===== src/hdl/vwah_pkg.sv =====
package vwah_pkg;

    localparam int SAMPLE_BITS_DEF = 12;
    localparam int SAMPLE_BITS_MAX = 16;

    localparam int VOLT_BITS     = 8;
    localparam int TH_BITS       = 10;
    localparam int HYST_BITS     = 7;
    localparam int ALARM_BITS    = 2;
    localparam int IDX_BITS      = 3;
    localparam int CFG_DATA_BITS = 10;

    // Scale factors: volts = sample * MUL / DIV, high range first
    localparam longint unsigned HI_MUL = 236;
    localparam longint unsigned HI_DIV = 5440;
    localparam longint unsigned LO_MUL = 120;
    localparam longint unsigned LO_DIV = 2676;
    localparam logic [VOLT_BITS-1:0] RANGE_SWITCH = VOLT_BITS'(150);

    // Reciprocal multiply, exact for every sample below 2**SAMPLE_BITS_MAX
    localparam int RECIP_SHIFT = SAMPLE_BITS_MAX + $clog2(HI_DIV);
    localparam longint unsigned HI_RECIP =
        ((HI_MUL << RECIP_SHIFT) + HI_DIV - 1) / HI_DIV;
    localparam longint unsigned LO_RECIP =
        ((LO_MUL << RECIP_SHIFT) + LO_DIV - 1) / LO_DIV;
    localparam int RECIP_BITS =
        $clog2(((HI_RECIP > LO_RECIP) ? HI_RECIP : LO_RECIP) + 1);

    localparam logic [ALARM_BITS-1:0] ALARM_NONE  = 2'd0;
    localparam logic [ALARM_BITS-1:0] ALARM_UNDER = 2'd1;
    localparam logic [ALARM_BITS-1:0] ALARM_OVER  = 2'd2;

    localparam logic [IDX_BITS-1:0] REG_UNDER_TH = 3'd0;
    localparam logic [IDX_BITS-1:0] REG_OVER_TH  = 3'd1;
    localparam logic [IDX_BITS-1:0] REG_HYST     = 3'd2;
    localparam logic [IDX_BITS-1:0] REG_UNDER_EN = 3'd3;
    localparam logic [IDX_BITS-1:0] REG_OVER_EN  = 3'd4;

    localparam logic [TH_BITS-1:0] UNDER_TH_RST = TH_BITS'(0);
    localparam logic [TH_BITS-1:0] OVER_TH_RST  = TH_BITS'(999);

    typedef struct packed {
        logic [TH_BITS-1:0]   under_th;
        logic [TH_BITS-1:0]   over_th;
        logic [HYST_BITS-1:0] hyst;
        logic                 under_en;
        logic                 over_en;
    } t_cfg;

    // Both range candidates of one sample, already truncated to volts width
    typedef struct packed {
        logic [VOLT_BITS-1:0] hi_volts;
        logic [VOLT_BITS-1:0] lo_volts;
    } t_scaled;

endpackage


===== src/hdl/vwah_if.sv =====
interface vwah_sample_if #(
    parameter int SAMPLE_BITS = vwah_pkg::SAMPLE_BITS_DEF
);
    logic                   valid;
    logic                   ready;
    logic [SAMPLE_BITS-1:0] sample;

    modport source (output valid, output sample, input ready);
    modport sink   (input valid, input sample, output ready);
endinterface

interface vwah_result_if;
    logic                                valid;
    logic                                ready;
    logic [vwah_pkg::VOLT_BITS-1:0]      volts;
    logic [vwah_pkg::ALARM_BITS-1:0]     alarm_code;
    logic                                release_pulse;

    modport source (output valid, output volts, output alarm_code, output release_pulse,
                    input ready);
    modport sink   (input valid, input volts, input alarm_code, input release_pulse,
                    output ready);
endinterface

interface vwah_cfg_if;
    logic                                valid;
    logic                                ready;
    logic [vwah_pkg::IDX_BITS-1:0]       index;
    logic [vwah_pkg::CFG_DATA_BITS-1:0]  data;

    modport source (output valid, output index, output data, input ready);
    modport sink   (input valid, input index, input data, output ready);
endinterface


===== src/hdl/vwah_cfg.sv =====
module vwah_cfg (
    input  logic                               i_clk,
    input  logic                               i_rst_n,
    input  logic                               i_valid,
    input  logic [vwah_pkg::IDX_BITS-1:0]      i_index,
    input  logic [vwah_pkg::CFG_DATA_BITS-1:0] i_data,
    output logic                               o_ready,
    output vwah_pkg::t_cfg                     o_cfg
);

    vwah_pkg::t_cfg r_cfg;

    assign o_ready = 1'b1;
    assign o_cfg   = r_cfg;

    always_ff @(posedge i_clk) begin
        if (!i_rst_n) begin
            r_cfg.under_th <= vwah_pkg::UNDER_TH_RST;
            r_cfg.over_th  <= vwah_pkg::OVER_TH_RST;
            r_cfg.hyst     <= '0;
            r_cfg.under_en <= 1'b0;
            r_cfg.over_en  <= 1'b0;
        end else if (i_valid) begin
            unique case (i_index)
                vwah_pkg::REG_UNDER_TH: r_cfg.under_th <= i_data[vwah_pkg::TH_BITS-1:0];
                vwah_pkg::REG_OVER_TH:  r_cfg.over_th  <= i_data[vwah_pkg::TH_BITS-1:0];
                vwah_pkg::REG_HYST:     r_cfg.hyst     <= i_data[vwah_pkg::HYST_BITS-1:0];
                vwah_pkg::REG_UNDER_EN: r_cfg.under_en <= i_data[0];
                vwah_pkg::REG_OVER_EN:  r_cfg.over_en  <= i_data[0];
                default: ;
            endcase
        end
    end

endmodule


===== src/hdl/vwah_scale.sv =====
module vwah_scale #(
    parameter int SAMPLE_BITS = vwah_pkg::SAMPLE_BITS_DEF
) (
    input  logic                   i_clk,
    input  logic                   i_rst_n,
    input  logic                   i_valid,
    input  logic [SAMPLE_BITS-1:0] i_sample,
    output logic                   o_ready,
    output logic                   o_valid,
    output vwah_pkg::t_scaled      o_scaled,
    input  logic                   i_ready
);

    localparam int SHIFT = vwah_pkg::RECIP_SHIFT;
    localparam int VB    = vwah_pkg::VOLT_BITS;
    localparam int PW    = (SAMPLE_BITS + vwah_pkg::RECIP_BITS > SHIFT + VB) ?
                           SAMPLE_BITS + vwah_pkg::RECIP_BITS : SHIFT + VB;

    logic                   r_s1_valid;
    logic [SAMPLE_BITS-1:0] r_s1_sample;
    logic                   r_s2_valid;
    vwah_pkg::t_scaled      r_s2_scaled;

    logic                   s2_ready;
    logic                   s1_ready;
    logic [PW-1:0]          hi_prod;
    logic [PW-1:0]          lo_prod;

    assign s2_ready = !r_s2_valid || i_ready;
    assign s1_ready = !r_s1_valid || s2_ready;
    assign o_ready  = s1_ready;

    assign hi_prod = PW'(r_s1_sample) * PW'(vwah_pkg::HI_RECIP);
    assign lo_prod = PW'(r_s1_sample) * PW'(vwah_pkg::LO_RECIP);

    always_ff @(posedge i_clk) begin
        if (!i_rst_n) begin
            r_s1_valid <= 1'b0;
            r_s2_valid <= 1'b0;
        end else begin
            if (s1_ready) begin
                r_s1_valid <= i_valid;
            end
            if (s2_ready) begin
                r_s2_valid <= r_s1_valid;
            end
        end
    end

    always_ff @(posedge i_clk) begin
        if (s1_ready && i_valid) begin
            r_s1_sample <= i_sample;
        end
        // keep only the integer quotient, truncated to volts width
        if (s2_ready && r_s1_valid) begin
            r_s2_scaled.hi_volts <= hi_prod[SHIFT+VB-1:SHIFT];
            r_s2_scaled.lo_volts <= lo_prod[SHIFT+VB-1:SHIFT];
        end
    end

    assign o_valid  = r_s2_valid;
    assign o_scaled = r_s2_scaled;

endmodule


===== src/hdl/vwah_alarm.sv =====
module vwah_alarm (
    input  logic                                i_clk,
    input  logic                                i_rst_n,
    input  vwah_pkg::t_cfg                      i_cfg,
    input  logic                                i_valid,
    input  vwah_pkg::t_scaled                   i_scaled,
    output logic                                o_ready,
    output logic                                o_valid,
    output logic [vwah_pkg::VOLT_BITS-1:0]      o_volts,
    output logic [vwah_pkg::ALARM_BITS-1:0]     o_alarm_code,
    output logic                                o_release_pulse,
    input  logic                                i_ready
);

    localparam int TW = vwah_pkg::TH_BITS + 1;

    logic                               r_valid;
    logic [vwah_pkg::VOLT_BITS-1:0]     r_volts;
    logic                               r_pulse;
    logic [vwah_pkg::ALARM_BITS-1:0]    r_latch;

    logic                               load;
    logic [vwah_pkg::VOLT_BITS-1:0]     volts;
    logic [TW-1:0]                      volts_ext;
    logic [TW-1:0]                      under_rel_lim;
    logic [TW-1:0]                      over_rel_lim;
    logic [vwah_pkg::ALARM_BITS-1:0]    n_latch;
    logic                               n_pulse;

    assign o_ready = !r_valid || i_ready;
    assign load    = o_ready && i_valid;

    assign volts = (i_scaled.hi_volts < vwah_pkg::RANGE_SWITCH) ?
                   i_scaled.lo_volts : i_scaled.hi_volts;
    assign volts_ext     = TW'(volts);
    assign under_rel_lim = TW'(i_cfg.under_th) + TW'(i_cfg.hyst);
    assign over_rel_lim  = TW'(i_cfg.over_th) - TW'(i_cfg.hyst);

    always_comb begin
        n_latch = r_latch;
        n_pulse = 1'b0;
        if (i_cfg.under_en && (volts_ext < TW'(i_cfg.under_th))) begin
            n_latch = vwah_pkg::ALARM_UNDER;
        end
        if (i_cfg.over_en && (TW'(i_cfg.over_th) < volts_ext)) begin
            n_latch = vwah_pkg::ALARM_OVER;
        end
        if (!i_cfg.under_en && !i_cfg.over_en) begin
            n_latch = vwah_pkg::ALARM_NONE;
        end
        if (n_latch == vwah_pkg::ALARM_UNDER && i_cfg.under_en &&
            under_rel_lim < volts_ext) begin
            n_latch = vwah_pkg::ALARM_NONE;
            n_pulse = 1'b1;
        end
        // negative release limit never releases
        if (n_latch == vwah_pkg::ALARM_OVER && i_cfg.over_en &&
            $signed(volts_ext) < $signed(over_rel_lim)) begin
            n_latch = vwah_pkg::ALARM_NONE;
            n_pulse = 1'b1;
        end
    end

    always_ff @(posedge i_clk) begin
        if (!i_rst_n) begin
            r_valid <= 1'b0;
            r_latch <= vwah_pkg::ALARM_NONE;
        end else begin
            if (o_ready) begin
                r_valid <= i_valid;
            end
            if (load) begin
                r_latch <= n_latch;
            end
        end
    end

    always_ff @(posedge i_clk) begin
        if (load) begin
            r_volts <= volts;
            r_pulse <= n_pulse;
        end
    end

    assign o_valid         = r_valid;
    assign o_volts         = r_volts;
    assign o_alarm_code    = r_latch;
    assign o_release_pulse = r_pulse;

endmodule


===== src/hdl/voltage_window_alarm_hysteresis.sv =====
// Channel       | Dir | Payload                              | Handshake
// i_sample_ch   | in  | sample[SAMPLE_BITS-1:0]              | valid/ready
// o_result_ch   | out | volts[7:0] alarm_code[1:0] release_pulse | valid/ready
// i_cfg_ch      | in  | index[2:0] data[9:0]                 | valid/ready, ready tied high
//
// One sample per cycle is taken unless a stalled result has backed up the pipeline; each
// sample passes in order through the stages: sample register, scale products (reciprocal
// multiply), alarm/result register.
// Reset (i_rst_n low, synchronous) empties the pipeline, clears the alarm latch and
// loads register defaults.
// A stalled result holds the result register; stages behind it keep filling until full.
module voltage_window_alarm_hysteresis #(
    parameter int SAMPLE_BITS = vwah_pkg::SAMPLE_BITS_DEF
) (
    input  logic          i_clk,
    input  logic          i_rst_n,
    vwah_sample_if.sink   i_sample_ch,
    vwah_result_if.source o_result_ch,
    vwah_cfg_if.sink      i_cfg_ch
);

    vwah_pkg::t_cfg    cfg;
    vwah_pkg::t_scaled scaled;
    logic              scaled_valid;
    logic              scaled_ready;

    vwah_cfg u_cfg (
        .i_clk   (i_clk),
        .i_rst_n (i_rst_n),
        .i_valid (i_cfg_ch.valid),
        .i_index (i_cfg_ch.index),
        .i_data  (i_cfg_ch.data),
        .o_ready (i_cfg_ch.ready),
        .o_cfg   (cfg)
    );

    vwah_scale #(
        .SAMPLE_BITS (SAMPLE_BITS)
    ) u_scale (
        .i_clk    (i_clk),
        .i_rst_n  (i_rst_n),
        .i_valid  (i_sample_ch.valid),
        .i_sample (i_sample_ch.sample),
        .o_ready  (i_sample_ch.ready),
        .o_valid  (scaled_valid),
        .o_scaled (scaled),
        .i_ready  (scaled_ready)
    );

    vwah_alarm u_alarm (
        .i_clk           (i_clk),
        .i_rst_n         (i_rst_n),
        .i_cfg           (cfg),
        .i_valid         (scaled_valid),
        .i_scaled        (scaled),
        .o_ready         (scaled_ready),
        .o_valid         (o_result_ch.valid),
        .o_volts         (o_result_ch.volts),
        .o_alarm_code    (o_result_ch.alarm_code),
        .o_release_pulse (o_result_ch.release_pulse),
        .i_ready         (o_result_ch.ready)
    );

endmodule


===== src/flat_wrapper.sv =====
// flat-port wrapper written by rule: the top's interface ports become plain ports
module voltage_window_alarm_hysteresis_flat 
#(
    parameter int SAMPLE_BITS = vwah_pkg::SAMPLE_BITS_DEF
)
  (i_clk, i_rst_n, i_sample_ch_valid, i_sample_ch_sample, i_sample_ch_ready, o_result_ch_valid, o_result_ch_volts, o_result_ch_alarm_code, o_result_ch_release_pulse, o_result_ch_ready, i_cfg_ch_valid, i_cfg_ch_index, i_cfg_ch_data, i_cfg_ch_ready);
  vwah_sample_if #(.SAMPLE_BITS(SAMPLE_BITS)) i_sample_ch_i ();
  vwah_result_if o_result_ch_i ();
  vwah_cfg_if i_cfg_ch_i ();
  input  logic i_clk;
  input  logic i_rst_n;
  input wire logic [$bits(i_sample_ch_i.valid)-1:0] i_sample_ch_valid;
  input wire logic [$bits(i_sample_ch_i.sample)-1:0] i_sample_ch_sample;
  output wire logic [$bits(i_sample_ch_i.ready)-1:0] i_sample_ch_ready;
  output wire logic [$bits(o_result_ch_i.valid)-1:0] o_result_ch_valid;
  output wire logic [$bits(o_result_ch_i.volts)-1:0] o_result_ch_volts;
  output wire logic [$bits(o_result_ch_i.alarm_code)-1:0] o_result_ch_alarm_code;
  output wire logic [$bits(o_result_ch_i.release_pulse)-1:0] o_result_ch_release_pulse;
  input wire logic [$bits(o_result_ch_i.ready)-1:0] o_result_ch_ready;
  input wire logic [$bits(i_cfg_ch_i.valid)-1:0] i_cfg_ch_valid;
  input wire logic [$bits(i_cfg_ch_i.index)-1:0] i_cfg_ch_index;
  input wire logic [$bits(i_cfg_ch_i.data)-1:0] i_cfg_ch_data;
  output wire logic [$bits(i_cfg_ch_i.ready)-1:0] i_cfg_ch_ready;
  assign i_sample_ch_i.valid = i_sample_ch_valid;
  assign i_sample_ch_i.sample = i_sample_ch_sample;
  assign i_sample_ch_ready = i_sample_ch_i.ready;
  assign o_result_ch_valid = o_result_ch_i.valid;
  assign o_result_ch_volts = o_result_ch_i.volts;
  assign o_result_ch_alarm_code = o_result_ch_i.alarm_code;
  assign o_result_ch_release_pulse = o_result_ch_i.release_pulse;
  assign o_result_ch_i.ready = o_result_ch_ready;
  assign i_cfg_ch_i.valid = i_cfg_ch_valid;
  assign i_cfg_ch_i.index = i_cfg_ch_index;
  assign i_cfg_ch_i.data = i_cfg_ch_data;
  assign i_cfg_ch_ready = i_cfg_ch_i.ready;
  voltage_window_alarm_hysteresis #(.SAMPLE_BITS(SAMPLE_BITS)) u_core (.i_clk(i_clk), .i_rst_n(i_rst_n), .i_sample_ch(i_sample_ch_i), .o_result_ch(o_result_ch_i), .i_cfg_ch(i_cfg_ch_i));
endmodule

===== config.mk =====
export PLATFORM = sky130hd
export DESIGN_NAME = voltage_window_alarm_hysteresis_flat
export DESIGN_NICKNAME = d
export VERILOG_FILES = /design/src/hdl/vwah_pkg.sv /design/src/hdl/vwah_if.sv /design/src/hdl/vwah_cfg.sv /design/src/hdl/vwah_scale.sv /design/src/hdl/vwah_alarm.sv /design/src/hdl/voltage_window_alarm_hysteresis.sv /design/src/flat_wrapper.sv
export SDC_FILE = /design/constraint.sdc
export NUM_CORES = 1
export LEC_CHECK = 0
export BUFFER_PORTS_ARGS = -buffer_cell sky130_fd_sc_hd__buf_4
export CAP_MARGIN = 20
export CORE_MARGIN = 3
export CORE_UTILIZATION = 35
export DETAILED_ROUTE_END_ITERATION = 6
export PLACE_DENSITY = 0.49
export SLEW_MARGIN = 15
export SYNTH_ARGS = -nofsm -noshare
export SYNTH_HDL_FRONTEND = slang
export SYNTH_HIERARCHICAL = 1
export SYNTH_SLANG_ARGS = --single-unit

===== constraint.sdc =====
create_clock -name i_clk -period 15.1 [get_ports i_clk]
set_input_delay 1.51 -clock i_clk [delete_from_list [all_inputs] [get_ports i_clk]]
set_output_delay 1.51 -clock i_clk [all_outputs]
set_load 0.05 [all_outputs]

# Word-level counts from Yosys, hierarchy flattened
# Index checks and enable logic that the tools add are counted.
dict set report word_totals {
  in_bits 30
  output_inout_bits 14
  register_bits 71
}
dict set report op_classes {
  n_eq_ne 6
  add_sub_neg 2
  reduce_logical 24
  order_cmp 5
  mul 2
  mux 7
}
# operator count
set ops {}
lappend ops {{12-bit by 25-bit multiplier with 37-bit output (second input constant)} 1}
lappend ops {{12-bit by 23-bit multiplier with 35-bit output (second input constant)} 1}
lappend ops {{10-bit by 7-bit adder with 11-bit output} 1}
lappend ops {{11-bit by 8-bit less-than comparator with 1-bit output} 1}
lappend ops {{9-bit by 11-bit less-than comparator with 1-bit output} 1}
lappend ops {{10-bit by 7-bit subtractor with 11-bit output} 1}
lappend ops {{1-bit logical AND} 10}
lappend ops {{10-bit by 8-bit less-than comparator with 1-bit output} 1}
lappend ops {{8-bit by 10-bit less-than comparator with 1-bit output} 1}
lappend ops {{2-bit 2-to-1 mux} 5}
lappend ops {{2-bit AND reduction} 5}
lappend ops {{8-bit less-than comparator (second input constant)} 1}
lappend ops {{8-bit 2-to-1 mux} 1}
lappend ops {{3-bit by 2-bit equality test with 1-bit output (second input constant)} 2}
lappend ops {{1-bit logical NOT} 5}
lappend ops {{3-bit by 1-bit equality test with 1-bit output (second input constant)} 1}
lappend ops {{3-bit equality test (second input constant)} 1}
lappend ops {{3-bit logical NOT} 1}
lappend ops {{1-bit logical OR} 3}
lappend ops {{2-bit by 1-bit equality test with 1-bit output (second input constant)} 1}
lappend ops {{2-bit equality test (second input constant)} 1}
lappend ops {{1-bit 2-to-1 mux} 1}

# Depth between registers and ports, before layout
dict set report depth {
  depth_word 15
  ltp_mapped 20
  depth_no_buf 20
}

# Cells and area by module
# The synthesis kept the hierarchy.
# mod n_inst seq_area_each_um2 cells_each area_each_um2
set modules_own_cells {}
lappend modules_own_cells {vwah_scale 1 880.8 875 8545.7}
lappend modules_own_cells {vwah_alarm 1 330.3 263 2135.8}
lappend modules_own_cells {vwah_cfg 1 580.6 121 1198.6}

# Worst setup path after synthesis
# Ideal clock, no wire load.
dict set report synth_path {
  path_type {register to register}
  startpoint {reg u_core.u_scale.r_s1_sample[10]}
  endpoint {reg u_core.u_scale.r_s2_scaled, in the netlist u_core/u_scale/o_scaled[7] (data pin)}
  setup_ns 0.262
  required_time_ns 14.838
  slack_ns 10.004
  path_buffers 0
  synth_period_minus_slack_ns 5.096
  arrival_ns 4.834
  path_stages_with_launch 18
  cell_sequence {edfxtp_1 > ha_1 > inv_1 > fa_1 > inv_1 > fa_1 > fa_1 > inv_1 > fa_1 > inv_1 > ha_1 > a211oi_2 > nor2_1 > o41ai_2 > a31oi_1 > o41ai_4 > mux2i_1 > nand3_1}
}
dict set report synth_between {
  elab_chain_len 1
}
# item line
set synth_rtl {}
lappend synth_rtl {{start: declaration} vwah_scale.sv:20} ;# logic [SAMPLE_BITS-1:0] r_s1_sample;
lappend synth_rtl {{start signal: assignment} vwah_scale.sv:52} ;# r_s1_sample <= i_sample;
lappend synth_rtl {{12-bit by 25-bit multiplier with 37-bit output} vwah_scale.sv:34} ;# assign lo_prod = PW'(r_s1_sample) * PW'(vwah_pkg::LO_RECIP);
lappend synth_rtl {{via u_core.u_scale.lo_prod[36]} vwah_scale.sv:27} ;# logic [PW-1:0] lo_prod;
lappend synth_rtl {{end: declaration} vwah_scale.sv:22} ;# vwah_pkg::t_scaled r_s2_scaled;
# The timed path passes the listed nets, and every way through them passes these cells.
# A chain may end at the register's enable or synchronous reset.

# Worst setup path after layout
dict set report layout_path {
  startpoint {reg u_core.u_scale.r_s1_sample[6]}
  endpoint {reg u_core.u_scale.r_s2_scaled, in the netlist u_core/u_scale/o_scaled[7] (data pin)}
}
# Same word-level chain as after synthesis.

==> metrics.csv <==
metric,value,unit
outcome,"complete, no violations",
average wire per standard cell,17.8,µm
die area,0.0362,mm²
Die Wd,190,µm
core box area,0.0330,mm²
"Clk Latency, worst-skew pair",0.37,ns
Die Ht,190,µm
Area Overhead vs Synth,9.58,%
Mapped Cells,1259,
number of max-cap violations,0,
via count,8520,
post-layout total power,2.20,mW
hold slack,0.471,ns
Post-CTS Setup Inserts,0,
final hold viol count,0,
f_max,0.171,GHz
worst setup margin,9.26,ns
leak pwr,6.48,nW
fraction of layout cells with a size suffix above 1,7.04,%
first-pass GRT wire length,49900,µm
RePlAce Congestion,0.896,
Worst Tran Pin Value,0.834,ns
register area share after synthesis,15.1,%
unrepaired setup endpoints after global routing,no,
ys flop type,edfxtp_1,
total track usage,18.0,%
largest net degree at the start of global routing,55,
Rows,66,
hold_sp,u_core/u_scale/o_valid$_SDFFE_PN0P_,
worst path required time,15.19,ns
Port Buffer Count,42,
Crit Path Class,reg -> reg,
worst hold path type,reg -> reg,
mean post-synth cell area,9.44,µm²
IO Pins,44,
post-route ant nets,0,
FF-to-FF Start,u_core/u_scale/r_s1_sample[6]$_DFFE_PP_,
placed insts,1733,
Post-Layout Cell Count,1751,
setup TNS,0,ns
Worst Setup SP,u_core/u_scale/r_s1_sample[6]$_DFFE_PP_,
Final Cell Area,0.0130,mm²
Critical Path AT,5.93,ns
clock root cell,clkbuf_16,
vias in the first global route,8982,
grt ovf,0,
post_cts resized,0,
Final Net Count,1680,
Max Root-Sink Buffers,2,
Worst VDD drop,0.000114,V
post-layout min period,5.84,ns
pre-CTS setup slack,9.26,ns
crit start category,register,
CTS Sinks,71,
Synth warnings,6,
TritonRoute pass-1 iters,4,
"CTS clk-pin slew, worst paths",0.07,ns
CTS H-tree lvls,3,
antenna violations before repair,2,
Iter 0 DRT Violations,355,
post-synthesis register bit count,71,
Post-Syn Nets,1637,
"Hold-fix buffers, CTS",0,
Initial Util,36.0,%
# DRC,0,
ys async rst share,0,%
worst-path fanout max,8,
Vias/cell,4.87,
Post-synth EDFFs,37,
setup violators final,0,
Mapped Area,0.0119,mm²
Final Util,39.4,%
"Slew Viols, Final",0,
Synth cell types,85,
PwrDens,169,mW/mm²
skew final,0.0244,ns
HPWL Detailed,26900,µm
final wirelength,31100,µm
crit end category,register,
Rel. slew slack,44.4,%
DP Area,0.0127,mm²
Final period util,38.7,%
cts bufs inserted,9,
TritonCTS clock tree,built,
-- cell usage after synthesis, types with 15 or more instances --
cell	n	area (µm²)
fa_1	154	3080
inv_1	334	1250
xor2_1	15	131
dfxtp_1	34	681
nand2_1	56	210
ha_1	194	2430
a21oi_1	52	260
mux2i_1	31	310
xnor2_1	25	219
edfxtp_1	37	1110
nor2b_1	25	156
o21ai_0	31	155
nor2_1	43	161
nand2b_1	15	93.8
-- kinds of logic after synthesis --
kind of cell / after synthesis / share of synthesized area [%]
adders and majority gates: 350 / 46.6
xor gates and xnor gates: 40 / 2.95
buffers and inverters: 351 / 11.2
other: 1 / 0.0316
and+or+nand+nor: 215 / 9.72
muxes: 35 / 2.99
AOI/OAI and AO/OA: 196 / 11.5
DFF: 71 / 15.1
-- power by group --
part	internal [mW]	total, mW	switching, mW
Combinational	0.694	1.69	0.994
Sequential	0.255	0.288	0.0329
Clock	0.123	0.219	0.0969
Total	1.07	2.20	1.12
-- final cells by class --
type	count	area (µm²)
well taps	442	553
repair buffers	45	338
inverters	338	1270
clock inverters	5	37.5
flip-flops and latches	71	1790
fillers	3390	20000
multi-input cells	837	8770
clock buffers	11	254
diodes	2	5.00
-- cells in the final DEF (no fill, tap or decap), drive strengths merged, types with 14 or more instances in the layout --
| master | n |
|---|---|
| inv | 338 |
| ha | 194 |
| fa | 154 |
| nand2 | 56 |
| a21oi | 52 |
| buf | 45 |
| o21ai | 44 |
| nor2 | 43 |
| edfxtp | 37 |
| dfxtp | 34 |
| mux2i | 31 |
| xnor2 | 25 |
| nor2b | 25 |
| nand2b | 15 |
| xor2 | 15 |
| nor3 | 14 |
| nand3 | 14 |
-- sequential cells by signal (all words and copies together), names as in the netlist --
register and cells:
u_core/u_alarm/o_release_pulse 1, u_core/u_cfg/o_cfg 29, u_core/u_alarm/o_valid 1, u_core/u_scale/r_s1_sample 12, u_core/u_scale/r_s1_valid 1, u_core/u_scale/o_valid 1
u_core/u_scale/o_scaled 16, u_core/u_alarm/o_volts 8, u_core/u_alarm/o_alarm_code 2
-- path summary, 6_finish.rpt --
path | cells past startpoint | slack [ns] | to
hold / removal | 2 | 0.47 | u_core/u_alarm/o_valid$_SDFFE_PN0N_
hold reg to reg | 2 | 0.47 | u_core/u_alarm/o_valid$_SDFFE_PN0N_
setup / recovery | 17 | 9.26 | u_core/u_scale/o_scaled[7]$_DFFE_PP_
setup reg to reg | 17 | 9.26 | u_core/u_scale/o_scaled[7]$_DFFE_PP_
-- metal layers --
metal | vias up | track usage, % | wire (µm)
met5 | - | 0 | 10
met1 | 4142 | 24.5 | 14600
met4 | 2 | 5.08 | 755
met2 | 139 | 29.8 | 14700
li1 | 4203 | - | -
met3 | 34 | 3.07 | 1140
-- critical path: stages (launching register included) --
cell      delay [ns]
edfxtp_1        0.62
ha_1            0.43
inv_1           0.28
fa_1            0.60
inv_1           0.06
fa_1            0.48
fa_1            0.57
inv_1           0.07
fa_1            0.53
inv_1           0.04
ha_1            0.33
a211oi_2        0.18
nor2_1          0.09
o41ai_2         0.28
a31oi_1         0.28
o41ai_4         0.39
mux2i_1         0.25
nand3_1         0.08
(Power assumes the default switching activity.)
